==> src/dbt_pkg.sv <==
// Shared types and codes for the debug breakpoint table.
`timescale 1ns / 1ps

package dbt_pkg;

  typedef enum logic [1:0] {
    CMD_INSERT = 2'd0,
    CMD_REMOVE = 2'd1,
    CMD_CLEAR  = 2'd2,
    CMD_CHECK  = 2'd3
  } cmd_e;

  // status codes
  localparam logic [1:0] ST_OK       = 2'd0;
  localparam logic [1:0] ST_BAD_KIND = 2'd1;
  localparam logic [1:0] ST_FULL     = 2'd2;

  // run modes
  localparam logic [2:0] MODE_STEP   = 3'd2;
  localparam logic [2:0] MODE_INIT   = 3'd3;
  localparam logic [2:0] MODE_DETACH = 3'd4;

  // point kinds: up to hw break is a breakpoint, up to access is a watchpoint
  localparam logic [2:0] KIND_LAST_BREAK = 3'd1;
  localparam logic [2:0] KIND_LAST_WATCH = 3'd4;

  // selected_cpu value for "any core"
  localparam logic [4:0] SEL_ANY = 5'h1F;

  // configuration register indexes
  localparam logic REG_RUN_MODE = 1'b0;
  localparam logic REG_SEL_CPU  = 1'b1;

  // watch entry word: {type, end, begin}
  localparam int unsigned WATCH_W = 67;

endpackage

==> src/debug_breakpoint_table.sv <==
// Breakpoint / watchpoint table with a shared scan comparator.
`timescale 1ns / 1ps
// Insert, clear-all and mode-decided checks go straight from accept to the done state.
// A check scans the breakpoint list, reading then comparing one entry at a time.
// A remove scans the same way, then moves each later entry down with a read and then a write.
// One word at a time: tready is high only in idle; one comparator serves both lists.
// Reset (async, active low) empties both lists and sets run mode detach, selected core any.

module debug_breakpoint_table
  import dbt_pkg::*;
#(
  parameter int unsigned BREAK_SLOTS = 16,
  parameter int unsigned WATCH_SLOTS = 16
) (
  input  logic        clk_i,
  input  logic        rst_ni,
  // input stream
  input  logic        s_axis_tvalid,
  output logic        s_axis_tready,
  input  logic [71:0] s_axis_tdata,  // address[31:0], length[63:32], core_id[67:64], zero pad
  input  logic [4:0]  s_axis_tuser,  // command[1:0], point_kind[4:2]
  // result stream
  output logic        m_axis_tvalid,
  input  logic        m_axis_tready,
  output logic [15:0] m_axis_tdata,  // status[1:0], stop[2], break_count[7:3],
                                     // watch_count[12:8], zero pad
  // configuration
  input  logic        cfg_we_i,
  input  logic        cfg_idx_i,
  input  logic [4:0]  cfg_data_i
);

  localparam int unsigned BAW = (BREAK_SLOTS > 1) ? $clog2(BREAK_SLOTS) : 1;
  localparam int unsigned WAW = (WATCH_SLOTS > 1) ? $clog2(WATCH_SLOTS) : 1;
  localparam int unsigned BCW = $clog2(BREAK_SLOTS + 1);
  localparam int unsigned WCW = $clog2(WATCH_SLOTS + 1);
  localparam int unsigned IW  = (BCW > WCW) ? BCW : WCW;

  typedef enum logic [2:0] {
    S_IDLE,
    S_RD,
    S_CMP,
    S_SH_RD,
    S_SH_WR,
    S_DONE
  } state_e;

  // list storage: one write and one registered read per cycle each
  logic [31:0]        brk_mem [BREAK_SLOTS];
  logic [WATCH_W-1:0] wat_mem [WATCH_SLOTS];
  logic [31:0]        brk_rd_q;
  logic [WATCH_W-1:0] wat_rd_q;

  state_e             state_q, state_d;
  cmd_e               cmd_q, cmd_d;
  logic [WATCH_W-1:0] key_q, key_d;
  logic               use_watch_q, use_watch_d;
  logic [IW-1:0]      idx_q, idx_d;
  logic [BCW-1:0]     brk_cnt_q, brk_cnt_d;
  logic [WCW-1:0]     wat_cnt_q, wat_cnt_d;
  logic [1:0]         res_status_q, res_status_d;
  logic               res_stop_q, res_stop_d;
  logic               out_valid_q, out_valid_d;
  logic [15:0]        out_data_q, out_data_d;
  logic [2:0]         run_mode_q;
  logic [4:0]         sel_cpu_q;

  // memory port controls
  logic               brk_we, wat_we;
  logic [IW-1:0]      mem_waddr, mem_raddr;
  logic [31:0]        brk_wdata;
  logic [WATCH_W-1:0] wat_wdata;

  // decoded input word
  logic [1:0]  in_cmd;
  logic [2:0]  in_kind;
  logic [31:0] in_addr, in_len;
  logic [3:0]  in_core;
  logic        in_acc;

  // shared scan unit
  logic [WATCH_W-1:0] cmp_opnd;
  logic               cmp_hit;
  logic [IW-1:0]      act_cnt;
  logic [IW-1:0]      idx_p1;
  logic [IW:0]        idx_p2;
  logic               cpu_ok;

  assign in_cmd  = s_axis_tuser[1:0];
  assign in_kind = s_axis_tuser[4:2];
  assign in_addr = s_axis_tdata[31:0];
  assign in_len  = s_axis_tdata[63:32];
  assign in_core = s_axis_tdata[67:64];

  assign s_axis_tready = (state_q == S_IDLE);
  assign in_acc        = s_axis_tvalid && s_axis_tready;

  assign cmp_opnd = use_watch_q ? wat_rd_q : {{(WATCH_W - 32){1'b0}}, brk_rd_q};
  assign cmp_hit  = (cmp_opnd == key_q);
  assign act_cnt  = use_watch_q ? IW'(wat_cnt_q) : IW'(brk_cnt_q);
  assign idx_p1   = idx_q + 1'b1;
  assign idx_p2   = {1'b0, idx_q} + (IW + 1)'(2);

  // core filter; negative selections other than "any" never match
  assign cpu_ok = (sel_cpu_q == SEL_ANY) || ({1'b0, in_core} == sel_cpu_q);

  assign m_axis_tvalid = out_valid_q;
  assign m_axis_tdata  = out_data_q;

  always_comb begin
    state_d      = state_q;
    cmd_d        = cmd_q;
    key_d        = key_q;
    use_watch_d  = use_watch_q;
    idx_d        = idx_q;
    brk_cnt_d    = brk_cnt_q;
    wat_cnt_d    = wat_cnt_q;
    res_status_d = res_status_q;
    res_stop_d   = res_stop_q;
    out_valid_d  = out_valid_q;
    out_data_d   = out_data_q;
    brk_we       = 1'b0;
    wat_we       = 1'b0;
    mem_waddr    = idx_q;
    mem_raddr    = idx_q;
    brk_wdata    = brk_rd_q;
    wat_wdata    = wat_rd_q;

    if (out_valid_q && m_axis_tready) begin
      out_valid_d = 1'b0;
    end

    case (state_q)
      S_IDLE: begin
        if (in_acc) begin
          cmd_d        = cmd_e'(in_cmd);
          res_status_d = ST_OK;
          res_stop_d   = 1'b0;
          idx_d        = '0;
          state_d      = S_DONE;
          case (cmd_e'(in_cmd))
            CMD_INSERT: begin
              if (in_kind <= KIND_LAST_BREAK) begin
                if (brk_cnt_q == BCW'(BREAK_SLOTS)) begin
                  res_status_d = ST_FULL;
                end else begin
                  brk_we    = 1'b1;
                  mem_waddr = IW'(brk_cnt_q);
                  brk_wdata = in_addr;
                  brk_cnt_d = brk_cnt_q + 1'b1;
                end
              end else if (in_kind <= KIND_LAST_WATCH) begin
                if (wat_cnt_q == WCW'(WATCH_SLOTS)) begin
                  res_status_d = ST_FULL;
                end else begin
                  wat_we    = 1'b1;
                  mem_waddr = IW'(wat_cnt_q);
                  wat_wdata = {in_kind, in_addr + in_len, in_addr};
                  wat_cnt_d = wat_cnt_q + 1'b1;
                end
              end else begin
                res_status_d = ST_BAD_KIND;
              end
            end
            CMD_REMOVE: begin
              if (in_kind <= KIND_LAST_BREAK) begin
                use_watch_d = 1'b0;
                key_d       = {{(WATCH_W - 32){1'b0}}, in_addr};
                if (brk_cnt_q != '0) state_d = S_RD;
              end else if (in_kind <= KIND_LAST_WATCH) begin
                use_watch_d = 1'b1;
                key_d       = {in_kind, in_addr + in_len, in_addr};
                if (wat_cnt_q != '0) state_d = S_RD;
              end else begin
                res_status_d = ST_BAD_KIND;
              end
            end
            CMD_CLEAR: begin
              brk_cnt_d = '0;
              wat_cnt_d = '0;
            end
            CMD_CHECK: begin
              use_watch_d = 1'b0;
              key_d       = {{(WATCH_W - 32){1'b0}}, in_addr};
              if (run_mode_q == MODE_DETACH || !cpu_ok) begin
                res_stop_d = 1'b0;
              end else if (run_mode_q == MODE_STEP || run_mode_q == MODE_INIT) begin
                res_stop_d = 1'b1;
              end else if (brk_cnt_q != '0) begin
                state_d = S_RD;
              end
            end
            default: ;
          endcase
        end
      end
      S_RD: begin
        mem_raddr = idx_q;
        state_d   = S_CMP;
      end
      S_CMP: begin
        if (cmp_hit) begin
          if (cmd_q == CMD_CHECK) begin
            res_stop_d = 1'b1;
            state_d    = S_DONE;
          end else if (idx_p1 < act_cnt) begin
            state_d = S_SH_RD;
          end else begin
            if (use_watch_q) wat_cnt_d = wat_cnt_q - 1'b1;
            else brk_cnt_d = brk_cnt_q - 1'b1;
            state_d = S_DONE;
          end
        end else if (idx_p1 == act_cnt) begin
          state_d = S_DONE;
        end else begin
          idx_d   = idx_p1;
          state_d = S_RD;
        end
      end
      S_SH_RD: begin
        // fetch the entry above the gap
        mem_raddr = idx_p1;
        state_d   = S_SH_WR;
      end
      S_SH_WR: begin
        mem_waddr = idx_q;
        brk_wdata = brk_rd_q;
        wat_wdata = wat_rd_q;
        if (use_watch_q) wat_we = 1'b1;
        else brk_we = 1'b1;
        idx_d = idx_p1;
        if (idx_p2 < {1'b0, act_cnt}) begin
          state_d = S_SH_RD;
        end else begin
          if (use_watch_q) wat_cnt_d = wat_cnt_q - 1'b1;
          else brk_cnt_d = brk_cnt_q - 1'b1;
          state_d = S_DONE;
        end
      end
      S_DONE: begin
        if (!out_valid_q || m_axis_tready) begin
          out_valid_d = 1'b1;
          out_data_d  = {3'b000, 5'(wat_cnt_q), 5'(brk_cnt_q), res_stop_q, res_status_q};
          state_d     = S_IDLE;
        end
      end
      default: state_d = S_IDLE;
    endcase
  end

  always_ff @(posedge clk_i or negedge rst_ni) begin
    if (!rst_ni) begin
      state_q      <= S_IDLE;
      cmd_q        <= CMD_INSERT;
      use_watch_q  <= 1'b0;
      idx_q        <= '0;
      brk_cnt_q    <= '0;
      wat_cnt_q    <= '0;
      res_status_q <= ST_OK;
      res_stop_q   <= 1'b0;
      out_valid_q  <= 1'b0;
      run_mode_q   <= MODE_DETACH;
      sel_cpu_q    <= SEL_ANY;
    end else begin
      state_q      <= state_d;
      cmd_q        <= cmd_d;
      use_watch_q  <= use_watch_d;
      idx_q        <= idx_d;
      brk_cnt_q    <= brk_cnt_d;
      wat_cnt_q    <= wat_cnt_d;
      res_status_q <= res_status_d;
      res_stop_q   <= res_stop_d;
      out_valid_q  <= out_valid_d;
      if (cfg_we_i) begin
        case (cfg_idx_i)
          REG_RUN_MODE: run_mode_q <= cfg_data_i[2:0];
          REG_SEL_CPU:  sel_cpu_q  <= cfg_data_i;
          default: ;
        endcase
      end
    end
  end

  // payload registers
  always_ff @(posedge clk_i) begin
    key_q      <= key_d;
    out_data_q <= out_data_d;
  end

  always_ff @(posedge clk_i) begin
    if (brk_we) brk_mem[mem_waddr[BAW-1:0]] <= brk_wdata;
    brk_rd_q <= brk_mem[mem_raddr[BAW-1:0]];
  end

  always_ff @(posedge clk_i) begin
    if (wat_we) wat_mem[mem_waddr[WAW-1:0]] <= wat_wdata;
    wat_rd_q <= wat_mem[mem_raddr[WAW-1:0]];
  end

endmodule

==> config.mk <==
export PLATFORM = sky130hd
export DESIGN_NAME = debug_breakpoint_table
export DESIGN_NICKNAME = d
export VERILOG_FILES = /design/src/dbt_pkg.sv /design/src/debug_breakpoint_table.sv
export SDC_FILE = /design/constraint.sdc
export NUM_CORES = 2
export LEC_CHECK = 0
export BUFFER_PORTS_ARGS = -buffer_cell sky130_fd_sc_hd__buf_2
export CAP_MARGIN = 0
export CORE_AREA = 2 2 400 402
export DETAILED_ROUTE_END_ITERATION = 6
export DIE_AREA = 0 0 402 404
export PLACE_DENSITY = 0.67
export SLEW_MARGIN = 20
export SYNTH_ARGS = -nofsm -noshare
export SYNTH_HDL_FRONTEND = slang
export SYNTH_SLANG_ARGS = --single-unit
export TNS_END_PERCENT = 30
==> constraint.sdc <==
create_clock -name clk_i -period 9 [get_ports clk_i]
set_input_delay 0.45 -clock clk_i [delete_from_list [all_inputs] [get_ports clk_i]]
set_output_delay 0.45 -clock clk_i [all_outputs]
set_load 0.005 [all_outputs]
==> flow_summary.json <==
{
  "outcome": "completed",
  "portBuffers": 98,
  "globalplace.congestion": 0.904,
  "globalRoute.totalOverflow": 0,
  "ys.warnings.count": 0,
  "intPower_mw": 17.7,
  "critPathKind": "register to register",
  "cts_inserted_buffers": 176,
  "swShare_pct": 28.4,
  "share_of_the_synthesized_area_in_the_top_cell_type_pct": 70.6,
  "timing.fmax_mhz": 172,
  "postCtsSetupBuffers": 0,
  "antenna_found_initial": 5,
  "clock_sinks": 1796,
  "critical_path_peak_fanout": 57,
  "timing.final.max_slew_violations": 0,
  "floorplan.die.height_microns": 404,
  "cts_clock_pin_slew_for_the_worst_setup_and_hold_paths_ps": 70,
  "detailed_place.area_sq_um": 74400,
  "drtIter0Drc": 4251,
  "synth-seq-area-share_pct": 74.5,
  "grt_start_max_net_pins": 126,
  "powerDensity_nw_per_um2": 307,
  "min-delay-path-class": "primary input to register",
  "final_period_minus_worst_setup_slack_ps": 5800,
  "tritoncts": "done",
  "worst_ir_drop_vdd_mv": 0.244,
  "yosysMostFrequentCell": "sky130_fd_sc_hd__edfxtp_1",
  "clkLatencyLatePin_ps": 830,
  "timing.critical_path.from_type": "register",
  "cts_htree_levels": 4,
  "pwr-share-comb_pct": 24.4,
  "synthesis.area_sq_um": 70800,
  "synth_area_leader_cell": "sky130_fd_sc_hd__edfxtp_1",
  "remaining_number_of_nets_flagged_by_the_antenna_check_after_routing": 0,
  "fin_worst_skew_ps": 35.5,
  "post_cts.resized_instances": 0,
  "routed_wl_microns": 171000,
  "slew_headroom_pct": 24.9,
  "finalSetupViolations": 0,
  "totalPowerFinal_mw": 24.7,
  "post_synth_most_frequent_cells": "1,664 x sky130_fd_sc_hd__edfxtp_1, 495 x sky130_fd_sc_hd__mux4_2, 121 x sky130_fd_sc_hd__nor2_1",
  "layout-area-overhead-vs-synth_pct": 13.6,
  "async_set_reset_flop_share_out_of_synthesis_pct": 1.84,
  "first_global_vias": 34842,
  "yosys_register_bits": 1796,
  "setup_total_negative_slack_ps": 0,
  "worst_ep_required_time_ps": 9420,
  "finalHoldViolations": 0,
  "worstPathArrival_ps": 6220,
  "critical_path.endpoint_type": "register",
  "netSwitchingPower_mw": 7.01,
  "ys.flop_type": "sky130_fd_sc_hd__edfxtp_1",
  "detailedRoute.firstPassIterationCount": 6,
  "max_cap_viol_count": 0,
  "rsz0062_at_grt": "false",
  "placementRows": 146,
  "rrSetupSlack_ps": 3200,
  "cts_root_buf": "sky130_fd_sc_hd__clkbuf_16",
  "routed-via-count": 34923,
  "finalInstanceArea_sq_um": 80400,
  "final_nets": 3754,
  "utilization_pct": 51.0,
  "cts.path.max_buffers": 3,
  "seq_power_share_pct": 46.2,
  "tightestPinTransition_ps": 1120,
  "cts_hold_buffers": 23,
  "drt-vias-per-instance": 5.98,
  "filler_cell_count": 12392,
  "floorplan.io_pins": 106,
  "syn-mean-instance-area_sq_um": 21.1,
  "post_synthesis_instance_total": 3362,
  "initial_core_util_pct": 44.9,
  "synth_cell_type_count": 81,
  "wire_length_of_the_first_global_routing_pass_microns": 247000,
  "wl_per_cell_microns": 29.3,
  "detailed_place_hpwl_microns": 95400,
  "fp.dieW_microns": 402,
  "yosys-top-cells-area": "sky130_fd_sc_hd__edfxtp_1 71%, sky130_fd_sc_hd__mux4_2 16%, sky130_fd_sc_hd__dfxtp_1 2.8%",
  "fin_crit_sh_pct": 64.4,
  "total_leakage_power_nw": 26.4,
  "post-route-drc-count": 0,
  "design.die.area_sq_um": 162000,
  "count_of_flip_flops_with_a_built_in_enable_after_synthesis": 1664,
  "clockPowerShare_pct": 29.4,
  "grt_use_total_pct": 21.1,
  "core_region_area_sq_um": 158000,
  "fraction_of_layout_instances_using_a_drive_strength_above_1_pct": 29.2
}
-- power groups by stage --
| stage | Sequential (mW) | Clock [mW] | Combinational [mW] |
|---|---|---|---|
| CTS | 11.4 | 7.37 | 6.08 |
| finish | 11.4 | 7.26 | 6.03 |
| global route | 11.4 | 7.68 | 6.53 |
| detailed placement | 11.6 | 0 | 6.05 |
| floorplan | 11.2 | 0 | 4.51 |
| global placement | 11.6 | 0 | 5.94 |
-- cell usage in the layout (no fill, tap or decap), types with 49 or more instances in the layout --
| master | synthesis | layout |
|---|---|---|
| sky130_fd_sc_hd__o21ai_0 | 85 | 83 |
| sky130_fd_sc_hd__mux2_2 | 76 | 76 |
| sky130_fd_sc_hd__clkbuf_16 | 0 | 178 |
| sky130_fd_sc_hd__ha_1 | 49 | 49 |
| sky130_fd_sc_hd__dfxtp_1 | 99 | 99 |
| sky130_fd_sc_hd__nor2_1 | 121 | 88 |
| sky130_fd_sc_hd__mux4_2 | 495 | 495 |
| sky130_fd_sc_hd__buf_4 | 4 | 103 |
| sky130_fd_sc_hd__a21oi_1 | 61 | 61 |
| sky130_fd_sc_hd__nand2_1 | 87 | 87 |
| sky130_fd_sc_hd__edfxtp_1 | 1664 | 1664 |
| sky130_fd_sc_hd__buf_2 | 42 | 98 |
-- flip-flops by register name, summed over array words and instances (netlist names) --
signal / count
wat_mem: 1072
brk_mem: 512
key_q: 67
wat_rd_q: 67
brk_rd_q: 32
m_axis_tdata: 13
brk_cnt_q: 5
idx_q: 5
sel_cpu_q: 5
wat_cnt_q: 5
run_mode_q: 3
state_q: 3
cmd_q: 2
res_status_q: 2
m_axis_tvalid: 1
res_stop_q: 1
use_watch_q: 1
-- worst paths after layout --
kind                                   from         endpoint  depth (start not counted)
min reg2reg                 res_status_q[1]  m_axis_tdata[1]                          0
min in group asynchronous            rst_ni     wat_cnt_q[3]                          2
max reg2reg                      state_q[0]   wat_mem[4][16]                         10
max in group asynchronous            rst_ni      use_watch_q                          2
max                              state_q[0]   wat_mem[4][16]                         10
min                        s_axis_tdata[28]        key_q[28]                          1
-- area by class of cell --
type                       count  area, sq um  share of cell area [%]
antenna                        2         5.00                 0.00622
clock buffer                 242         4880                    6.07
clock inverter                88          863                    1.07
inverter                      45          169                   0.210
multi-input combinational   1366        17500                    21.8
sequential                  1796        52800                    65.6
tap                         2072         2590                    3.22
timing repair buffer         231         1630                    2.03
-- cell families (layout without fill, tap and decap cells) --
group,Yosys count,count (layout),synth area share [%]
AOI/OAI and AO/OA,290,290,2.65
xor gates and xnor gates,76,76,0.951
buffers and inverters,202,606,1.21
adders and majority gates,50,50,0.894
DFF,1796,1796,74.5
and+or+nand+nor,341,341,2.30
muxes,606,606,17.5
other,1,5,0.00530
-- per-layer routing --
layer	routed length, microns	track usage [%]	up-vias
met5	0	0	-
li1	-	-	14510
met2	81700	33.2	1549
met1	71400	30.8	18657
met3	14200	3.62	207
met4	3660	5.57	0
-- per-stage QoR --
| step | std cells | hold slack (ps) | worst slack [ps] |
|---|---|---|---|
| finish | 5842 | 31.4 | 3200 |
| global route | 5840 | 2.37 | 2930 |
| CTS | 5838 | 0.0908 | 3250 |
| detailed placement | 5485 | 444 | 3250 |
| global placement | 5485 | 436 | 3330 |
| floorplan | 3364 | 154 | 3480 |
-- worst max-delay path, cell delays in order (launching register included) --
cell and delay, ps:
sky130_fd_sc_hd__dfrtp_1 630, sky130_fd_sc_hd__nor4b_4 520, sky130_fd_sc_hd__nand2_1 170, sky130_fd_sc_hd__or3_4 700, sky130_fd_sc_hd__buf_4 500, sky130_fd_sc_hd__nand2_1 200, sky130_fd_sc_hd__nor2_1 80, sky130_fd_sc_hd__nor2_1 280
sky130_fd_sc_hd__nand3_1 380, sky130_fd_sc_hd__nor2_4 820, sky130_fd_sc_hd__buf_4 970
No activity file was read; power rests on OpenSTA's default activity.
